**src/hw/rtl/lrutd_pkg.sv**
```systemverilog
// Package for the LRU tag directory: request codes and default sizes.
// No dependencies.
`default_nettype none
package lrutd_pkg;
  localparam int unsigned Entries = 16;
  localparam int unsigned KeyW = 32;
  localparam int unsigned SlotW = 4;
  localparam int unsigned TypeW = 3;

  localparam logic [TypeW-1:0] ReqLookup = 3'd0;
  localparam logic [TypeW-1:0] ReqUpdate = 3'd1;
  localparam logic [TypeW-1:0] ReqOldest = 3'd2;
  localparam logic [TypeW-1:0] ReqOldValid = 3'd3;
  localparam logic [TypeW-1:0] ReqNewer = 3'd4;

  typedef enum logic [4:0] {
    StIdle = 5'b00001,
    StScan = 5'b00010,
    StFix  = 5'b00100,
    StDone = 5'b01000,
    StOut  = 5'b10000
  } state_e;
endpackage
`default_nettype wire

```
**src/hw/rtl/lru_tag_directory.sv**
```systemverilog
// Top level of the LRU tag directory: sequencer, tag memory and rank/valid
// registers. Depends on lrutd_pkg.
// Sequence: after a request transfer the entries are scanned in order, then the
// fix state decides, the done state updates the ranks and the result is offered.
// One request at a time: a new request is taken only when idle, after the result.
// Reset: valid marks cleared and slot i given rank i at once; the tag memory
// is not cleared since only valid entries are read.
`default_nettype none
module lru_tag_directory #(
  parameter int unsigned ENTRIES = lrutd_pkg::Entries
) (
  input  wire logic                        clk_i,
  input  wire logic                        rst_ni,
  input  wire logic                        in_valid_i,
  output logic                             in_ready_o,
  input  wire logic [lrutd_pkg::TypeW-1:0] req_type_i,
  input  wire logic [lrutd_pkg::KeyW-1:0]  key_i,
  input  wire logic [lrutd_pkg::SlotW-1:0] slot_in_i,
  output logic                             out_valid_o,
  input  wire logic                        out_ready_i,
  output logic                             found_o,
  output logic [lrutd_pkg::SlotW-1:0]      slot_out_o,
  output logic [lrutd_pkg::KeyW-1:0]       key_out_o,
  output logic                             created_o
);
  localparam int unsigned IW = $clog2(ENTRIES);
  localparam logic [IW-1:0] Last = IW'(ENTRIES - 1);

  lrutd_pkg::state_e st_q, st_d;
  logic [lrutd_pkg::KeyW-1:0] mem [ENTRIES];
  logic [lrutd_pkg::KeyW-1:0] rd_q;
  logic [ENTRIES-1:0] vld_q;
  logic [IW-1:0] rank_q [ENTRIES];
  logic [IW-1:0] idx_q;
  logic [lrutd_pkg::TypeW-1:0] typ_q;
  logic [lrutd_pkg::KeyW-1:0] key_q;
  logic [lrutd_pkg::SlotW-1:0] sin_q;
  logic hit_q, cre_q, fnd_q, wr_q;
  logic [IW-1:0] hslot_q, oldest_q, newer_q, ovs_q;
  logic [IW:0] ovr_q;  // best rank of a valid slot, plus one; 0 = none
  logic [IW-1:0] tgt_q;
  logic chk_q;
  logic [IW-1:0] chk_idx_q;

  // Memory read address: scan index while scanning, target slot in all other states.
  logic [IW-1:0] raddr;
  assign raddr = (st_q == lrutd_pkg::StScan) ? idx_q : tgt_q;
  always_ff @(posedge clk_i) begin
    if (wr_q) mem[tgt_q] <= key_q;
    rd_q <= mem[raddr];
  end

  logic sin_ok;
  assign sin_ok = ({{(32-lrutd_pkg::SlotW){1'b0}}, sin_q} < 32'(ENTRIES));
  logic [IW-1:0] sin_idx;
  assign sin_idx = IW'(sin_q);

  assign in_ready_o = (st_q == lrutd_pkg::StIdle);
  assign out_valid_o = (st_q == lrutd_pkg::StOut);

  always_comb begin
    st_d = st_q;
    unique case (st_q)
      lrutd_pkg::StIdle: if (in_valid_i) st_d = lrutd_pkg::StScan;
      lrutd_pkg::StScan: if (idx_q == Last) st_d = lrutd_pkg::StFix;
      lrutd_pkg::StFix:  st_d = lrutd_pkg::StDone;
      lrutd_pkg::StDone: st_d = lrutd_pkg::StOut;
      lrutd_pkg::StOut:  if (out_ready_i) st_d = lrutd_pkg::StIdle;
      default:           st_d = lrutd_pkg::StIdle;
    endcase
  end

  always_ff @(posedge clk_i or negedge rst_ni) begin
    if (!rst_ni) begin
      st_q <= lrutd_pkg::StIdle;
      vld_q <= '0;
      for (int i = 0; i < ENTRIES; i++) rank_q[i] <= IW'(i);
      idx_q <= '0;
      wr_q <= 1'b0;
      chk_q <= 1'b0;
    end else begin
      st_q <= st_d;
      wr_q <= 1'b0;
      // Compare the registered read of the previous scan index.
      chk_q <= (st_q == lrutd_pkg::StScan);
      chk_idx_q <= idx_q;
      if (chk_q && !hit_q && vld_q[chk_idx_q] && rd_q == key_q) begin
        hit_q <= 1'b1;
        hslot_q <= chk_idx_q;
      end
      unique case (st_q)
        lrutd_pkg::StIdle: begin
          idx_q <= '0;
          typ_q <= req_type_i;
          key_q <= key_i;
          sin_q <= slot_in_i;
          hit_q <= 1'b0;
          ovr_q <= '0;
          ovs_q <= '0;
          oldest_q <= '0;
          newer_q <= '0;
        end
        lrutd_pkg::StScan: begin
          idx_q <= idx_q + 1'b1;
          if (rank_q[idx_q] == Last) oldest_q <= idx_q;
          if (vld_q[idx_q] && {1'b0, rank_q[idx_q]} >= ovr_q) begin
            ovr_q <= {1'b0, rank_q[idx_q]} + 1'b1;
            ovs_q <= idx_q;
          end
          if (sin_ok && rank_q[sin_idx] != '0 &&
              rank_q[idx_q] == rank_q[sin_idx] - 1'b1) newer_q <= idx_q;
        end
        lrutd_pkg::StFix: begin
          // Last compare lands this cycle; decide target from registered flags.
          tgt_q <= '0;
          fnd_q <= 1'b0;
          cre_q <= 1'b0;
          if (typ_q == lrutd_pkg::ReqLookup || typ_q == lrutd_pkg::ReqUpdate) begin
            if (chk_q && !hit_q && vld_q[chk_idx_q] && rd_q == key_q) begin
              tgt_q <= chk_idx_q; fnd_q <= 1'b1;
            end else if (hit_q) begin
              tgt_q <= hslot_q; fnd_q <= 1'b1;
            end else if (typ_q == lrutd_pkg::ReqUpdate) begin
              tgt_q <= oldest_q; fnd_q <= 1'b1; cre_q <= 1'b1; wr_q <= 1'b1;
            end
          end else if (typ_q == lrutd_pkg::ReqOldest) begin
            tgt_q <= oldest_q; fnd_q <= vld_q[oldest_q];
          end else if (typ_q == lrutd_pkg::ReqOldValid) begin
            tgt_q <= ovs_q; fnd_q <= (ovr_q != '0);
          end else if (typ_q == lrutd_pkg::ReqNewer) begin
            tgt_q <= newer_q; fnd_q <= sin_ok && rank_q[sin_idx] != '0;
          end
        end
        lrutd_pkg::StDone: begin
          // Age update for lookup hit or update: shift younger ranks.
          if (fnd_q && (typ_q == lrutd_pkg::ReqLookup ||
                        typ_q == lrutd_pkg::ReqUpdate)) begin
            for (int i = 0; i < ENTRIES; i++)
              if (rank_q[i] < rank_q[tgt_q]) rank_q[i] <= rank_q[i] + 1'b1;
            rank_q[tgt_q] <= '0;
            if (cre_q) vld_q[tgt_q] <= 1'b1;
          end
        end
        lrutd_pkg::StOut: ;
        default: ;
      endcase
    end
  end

  // The written key is forwarded; otherwise the registered read is used.
  // While the result waits the read address stays on the target slot.
  logic [lrutd_pkg::KeyW-1:0] kq;
  assign kq = (!fnd_q) ? '0 : cre_q ? key_q : vld_q[tgt_q] ? rd_q : '0;

  assign found_o = fnd_q;
  assign slot_out_o = fnd_q ? lrutd_pkg::SlotW'(tgt_q) : '0;
  assign key_out_o = kq;
  assign created_o = cre_q;

  a_onehot: assert property (@(posedge clk_i) disable iff (!rst_ni) $onehot(st_q))
    else $error("state not one-hot");
  a_created: assert property (@(posedge clk_i) disable iff (!rst_ni)
    out_valid_o && created_o |-> found_o && typ_q == lrutd_pkg::ReqUpdate)
    else $error("created without update");
  a_ready: assert property (@(posedge clk_i) disable iff (!rst_ni)
    !(in_ready_o && out_valid_o)) else $error("ready during output");
endmodule
`default_nettype wire

```
**config.mk**
```make
export PLATFORM = sky130hd
export DESIGN_NAME = lru_tag_directory
export DESIGN_NICKNAME = d
export VERILOG_FILES = /design/src/hw/rtl/lrutd_pkg.sv /design/src/hw/rtl/lru_tag_directory.sv
export SDC_FILE = /design/constraint.sdc
export NUM_CORES = 1
export LEC_CHECK = 0
export ABC_CLOCK_PERIOD_IN_PS = 5900
export BUFFER_PORTS_ARGS = -buffer_cell sky130_fd_sc_hd__buf_2
export CAP_MARGIN = 20
export CORE_MARGIN = 2
export CORE_UTILIZATION = 50
export CTS_BUF_LIST = sky130_fd_sc_hd__clkbuf_4
export CTS_CLUSTER_SIZE = 14
export DETAILED_ROUTE_END_ITERATION = 6
export HOLD_SLACK_MARGIN = 0.03
export PLACE_DENSITY = 0.69
export SLEW_MARGIN = 20
export SYNTH_ARGS = -nofsm -noshare
export SYNTH_HDL_FRONTEND = slang
export SYNTH_SLANG_ARGS = --single-unit
```
**constraint.sdc**
```tcl
create_clock -name clk_i -period 5.9 [get_ports clk_i]
set_input_delay 0.295 -clock clk_i [delete_from_list [all_inputs] [get_ports clk_i]]
set_output_delay 0.295 -clock clk_i [all_outputs]
set_load 0.02 [all_outputs]
```
[After elaboration in Yosys (flattened, before gate mapping)]
Memory sizes are Yosys's and may differ from the RTL's. A register that Yosys moved wholly into a read port is not among the register bits.
Index checks and enable logic that the tools add are counted.
Word-level totals
  RAM bits: 512
  output and inout port bits: 40
  logic and storage cells: 236
  ROM bits: 0
  memories kept: 1
  bits in latches: 0
  register bits after elaboration: 162
  input port bits: 43
Cells by class
  $mul: 0
  shift-type cells: 0
  bitwise logic cells: 6
  multiplexer cells: 108
  add/subtract/negate cells: 19
  reduce and logical (&&, ||, !) cells: 23
  equal/unequal tests: 19
  magnitude comparators: 26
  div/mod/pow operators: 0
Memories
  mem: words 16, width 32, read ports 1, clocked after memory_dff 1, write ports 1, RTL line lru_tag_directory.sv:30  | logic [lrutd_pkg::KeyW-1:0] mem [ENTRIES];
Operators with widths (number)
  $mux 4: 67
  $mux 32: 3
  $add 4x1->4 const B: 17
  $and 64x64->64: 1
  $lt 4x4->1: 16
  $not 64->64: 1
  $bmux 4 s4: 3
  $eq 32x32->1: 1
  $pmux 4 s2: 4
  $pmux 5 s5: 1
  $lt 4x5->1 const B: 4
  $mux 5: 4
  $mux 1: 19
  $bmux 1 s4: 4
  $demux 4 s4: 1
  $or 16x16->16: 1
  $ge 5x5->1 const B: 3
  $not 4->5: 3
  $reduce_and 3->1: 5
  $ne 2x1->1 const B: 5
  $pmux 5 s2: 1
  $eq 4x4->1 const B: 2
  $logic_and 1x1->1: 8
  $reduce_and 2->1: 4
  other kinds (22): 23

[Logic depth before layout (Yosys ltp)]
  depth in word-level cells: 9
  mapped depth: 14
  gate-level depth less buffers: 12

[Least setup slack after synthesis]
Ideal clock, no wire load.
  path type: reg-to-reg
  start point: reg tgt_q[0]
  end point: reg rank_q[0] (netlist bit)
  required time: 5.821 ns
  arrival time: 3.896 ns
  cell stages (with the launch flop): 11
  setup slack: 1.925 ns
  cells stage by stage: edfxtp_1 -> buf_4 -> buf_1 -> mux4_2 -> mux4_2 -> inv_1 -> ha_1 -> a21o_1 -> a211oi_1 -> o21ai_0 -> a22o_1
Between the ends
  word-level cells in the longest chain between the ends: 9
  elaborated cells between the ends (all ways): 15
  those cells by class: order compare (3); mux (8); bitwise (3); reduce/logical (1)
RTL lines
  from (decl): RTL line lru_tag_directory.sv:41  | logic [IW-1:0] tgt_q;
  from (signal assigned): RTL line lru_tag_directory.sv:127  | tgt_q <= oldest_q; fnd_q <= vld_q[oldest_q];
  from (signal assigned): RTL line lru_tag_directory.sv:129  | tgt_q <= ovs_q; fnd_q <= (ovr_q != '0);
  $not 4->5 (not written as such) (*): RTL line lru_tag_directory.sv:139, lru_tag_directory.sv:140
  $bmux 4 s4: RTL line lru_tag_directory.sv:139  | if (rank_q[i] < rank_q[tgt_q]) rank_q[i] <= rank_q[i] + 1'b1;
  $mux 4 (not written as such) (2 in a row): RTL line lru_tag_directory.sv:139
  $lt 4x4->1: RTL line lru_tag_directory.sv:139
  $mux 4: RTL line lru_tag_directory.sv:139
  $mux 4: RTL line lru_tag_directory.sv:136  | if (fnd_q && (typ_q == lrutd_pkg::ReqLookup ||
  $mux 4: RTL line lru_tag_directory.sv:91  | unique case (st_q)
  $and 64x64->64 (no line) (*)
  to (signal, indexed assignment): RTL line lru_tag_directory.sv:140  | rank_q[tgt_q] <= '0;
  to (decl): RTL line lru_tag_directory.sv:33  | logic [IW-1:0] rank_q [ENTRIES];
Mark *: on every way between the ends. The rest lies on a longest branch, timed or not. The select of a mux whose other input is x is not followed.
A chain may end at the register's enable or synchronous reset.

[Worst setup path after layout]
  start point: reg tgt_q[1]
  end point: out key_out_o[21] (netlist bit)
Between the ends
  word-level cells in the longest chain between the ends: 5
RTL lines
  $bmux 1 s4: RTL line lru_tag_directory.sv:153  | assign kq = (!fnd_q) ? '0 : cre_q ? key_q : vld_q[tgt_q] ? rd_q : '0;
  $mux 1 (not written as such): RTL line lru_tag_directory.sv:153
  $mux 32 (3 in a row): RTL line lru_tag_directory.sv:153
  to (decl): RTL line lru_tag_directory.sv:23  | output logic [lrutd_pkg::KeyW-1:0] key_out_o,
Every way passes these cells. The select of a mux whose other input is x is not followed.

==> flow_summary_export.csv <==
group,metric,value,unit
synth,syn_inst,1846,
critical_path,cpPeakStageDelay,1.07,ns
drt,drt_wl_total,76400,um
finish,fin_util,58.2,%
timing,relSlewSlack,24.9,%
global_route,first_global_vias,19100,
synth,ys_top_cells_by_area,"edfxtp_1 (56%), mux4_2 (14%), dfrtp_1 (4.7%)",
floorplan,ios,83,
global_route,grt_pass1_wl,115000,um
synth,synthArstFlopShare,12.9,%
drt,dr.pass1.iters,5,
synth,synth_top_area_cell,"edfxtp_1",
drt,ant_nets,0,
floorplan,core,61700,um2
synth,synth_edf_count,583,
worst_hold_path,min_to,"key_q[27]",
global_route,track_usage,24.5,%
timing,tightest_slew,1.13,ns
drt,vias,18600,
critical_path,worstPathMaxFanout,32,
placement,io_buffers,82,
global_route,antenna_found_initial,4,
critical_path,r2r-end,"rank_q[0]",
timing,min_period,4.81,ns
finish,final_cell_mix,"edfxtp_1 (583), clkbuf_4 (277), mux4_2 (200)",
floorplan,dieArea,64400,um2
global_route,grt_max_degree,67,
power,vdd_drop_max,0.312,mV
synth,yosysUniqueCellTypes,52,
drt,drt_iter0_drc,1704,
critical_path,path_delay_family,"multiplexers",
synth,synth_top_area_share,56.2,%
clock_tree,numClockSinks,706,
global_route,grt_overflow,0,
clock_tree,worst_setup_hold_path_clk_slew,0.07,ns
floorplan,dieHeight,254,um
critical_path,path_depth,7,
finish,mostFrequentLayoutCell,"edfxtp_1",
placement,place_inst,2717,
floorplan,die_x,254,um
floorplan,initial_core_util,50.5,%
worst_hold_path,hp-start,"key_i[27]",
finish,fin_nets,2255,
synth,synth_area,31200,um2
run_status,outcome,"finished clean",
finish,drive_gt1_share,30.2,%
synth,yosys_warnings,0,
critical_path,r2r_cells,9,
floorplan,rows,91,
clock_tree,cts_buffers,176,
timing,finalCritPeriodShare,81.5,%
finish,stdcell_count,3129,
clock_tree,cts.htree.levels,4,
critical_path,path_buf_inv,2,
worst_hold_path,whs_path_depth,2,
critical_path,reg2reg_from,"tgt_q[1]",
critical_path,path_cells,"buf_4 -> mux4_2 -> mux4_2 -> nand2_1 -> o21ai_0 -> and2_1 -> buf_2",
placement,dp_hpwl,44300,um
critical_path,cp.arrival,4.52,ns
synth,synth_nets,1960,
critical_path,cp-start-kind,"flop",
drt,viasPerCell,5.93,
power,leakage,12.9,nW
critical_path,worstSetupPathType,"reg -> out",
critical_path,cp.required,5.61,ns
timing,slew_viol_final,0,
synth,syn_avg_cell_area,16.9,um2
timing,skew,0.0660,ns
clock_tree,cts_tree,"built",
critical_path,cp-end-kind,"output pin",
drt,routedWlPerCell,24.4,um
finish,syn2layout_area_growth,15.1,%
power,finalPower,0.0117,W
drt,drc_errors,0,
placement,gp_congestion,0.906,
clock_tree,clk_latency,0.99,ns
timing,setup_viol,0,
synth,ys_seq_area_share,65.7,%
critical_path,crit_top_cell,"mux4_2",
worst_hold_path,hp-class,"in -> reg",
clock_tree,cts-root-buf,"clkbuf_4",
critical_path,r2r_slack,1.50,ns
synth,yosys_most_used_dff,"edfxtp_1",
timing,rsz0062_at_grt,"no",
timing,fin_setup_tns,0,ns
timing,max_freq,0.208,GHz
power,cellPowerDensity,327,nW/um2
synth,ys_seq_elements,706,
run,drv_cap,0,
clock_tree,clock_path_buffers,3,
critical_path,crit_slowest_cell,"edfxtp_1",
timing,hold_violations,0,
metal layers:
| layer | GRT usage, % | up-vias | wire, um |
|---|---|---|---|
| met2 | 38.9 | 899 | 37200 |
| met3 | 5.56 | 118 | 6650 |
| met5 | 0 | - | 0 |
| li1 | - | 8037 | - |
| met4 | 9.41 | 0 | 1530 |
| met1 | 33.1 | 9502 | 31000 |
repair_timing:
action | CTS | global route
gates resized for setup | 0 | 0
hold endpoints to repair | 118 | 0
setup buffers | 0 | 0
hold buffers | 83 | 0
synth_stat cells (18+ instances only):
cell type and instances:
nand2_1 136, ha_1 71, dfstp_2 33, inv_1 26, nand4_1 20, mux4_2 200
xnor2_1 20, dfxtp_1 32, mux2i_1 102, nor2_1 89, clkbuf_1 40, dfrtp_1 58
and2_1 48, o21ai_0 75, xor2_1 56, edfxtp_1 583, nand3_1 56, buf_2 18
a21oi_1 27
sequential cells by signal, indices dropped and copies added, names as in the netlist, 5 cells and up:
signal,flops
key_q,32
rank_q,64
st_q,5
ovr_q,5
rd_q,32
mem,512
vld_q,16
worst max path at each step:
stage / endpoint / start
finish: key_out_o[21] / tgt_q[1]
global route: key_out_o[21] / tgt_q[1]
CTS: key_out_o[21] / tgt_q[1]
detailed placement: rank_q[0] / tgt_q[1]
global placement: ovs_q[2] / idx_q[0]
floorplan: rank_q[0] / tgt_q[0]
through the flow:
stage / instance area (um2) / setup slack [ns] / hold WS [ns]
floorplan: 31200 / 1.92 / -0.000591
global placement: 32700 / 1.70 / 0.346
detailed placement: 32700 / 1.58 / 0.362
CTS: 35900 / 1.08 / 0.0368
global route: 35900 / 0.951 / 0.0951
finish: 35900 / 1.09 / 0.127
kinds of logic after synthesis:
group	Yosys count	share of synthesized area, %
XOR/XNOR	76	2.14
multiplexers	303	17.8
flip-flops	706	65.7
AO/OA/AOI/OAI	170	3.43
buffers and inverters	116	1.82
adder cells (fa/ha/maj)	71	2.85
AND/OR/NAND/NOR	404	6.35
cell type report:
type                            instances  area (um2)
Clock buffer                          277        2080
Clock inverter                         48         280
Inverter                               27         101
Sequential cell                       706       20500
Tap cell                              837        1050
Timing Repair Buffer                  206        1600
Antenna cell                            4        10.0
Multi-Input combinational cell       1024       10300
Fill cell                            4772       25800
power breakdown:
group / internal, W / switching [W] / total (W)
Sequential: 0.00576 / 0.000355 / 0.00611
Clock: 0.00227 / 0.00195 / 0.00422
Combinational: 0.000676 / 0.000732 / 0.00141
Total: 0.00870 / 0.00304 / 0.0117
Power figures use the tool's default switching activity.
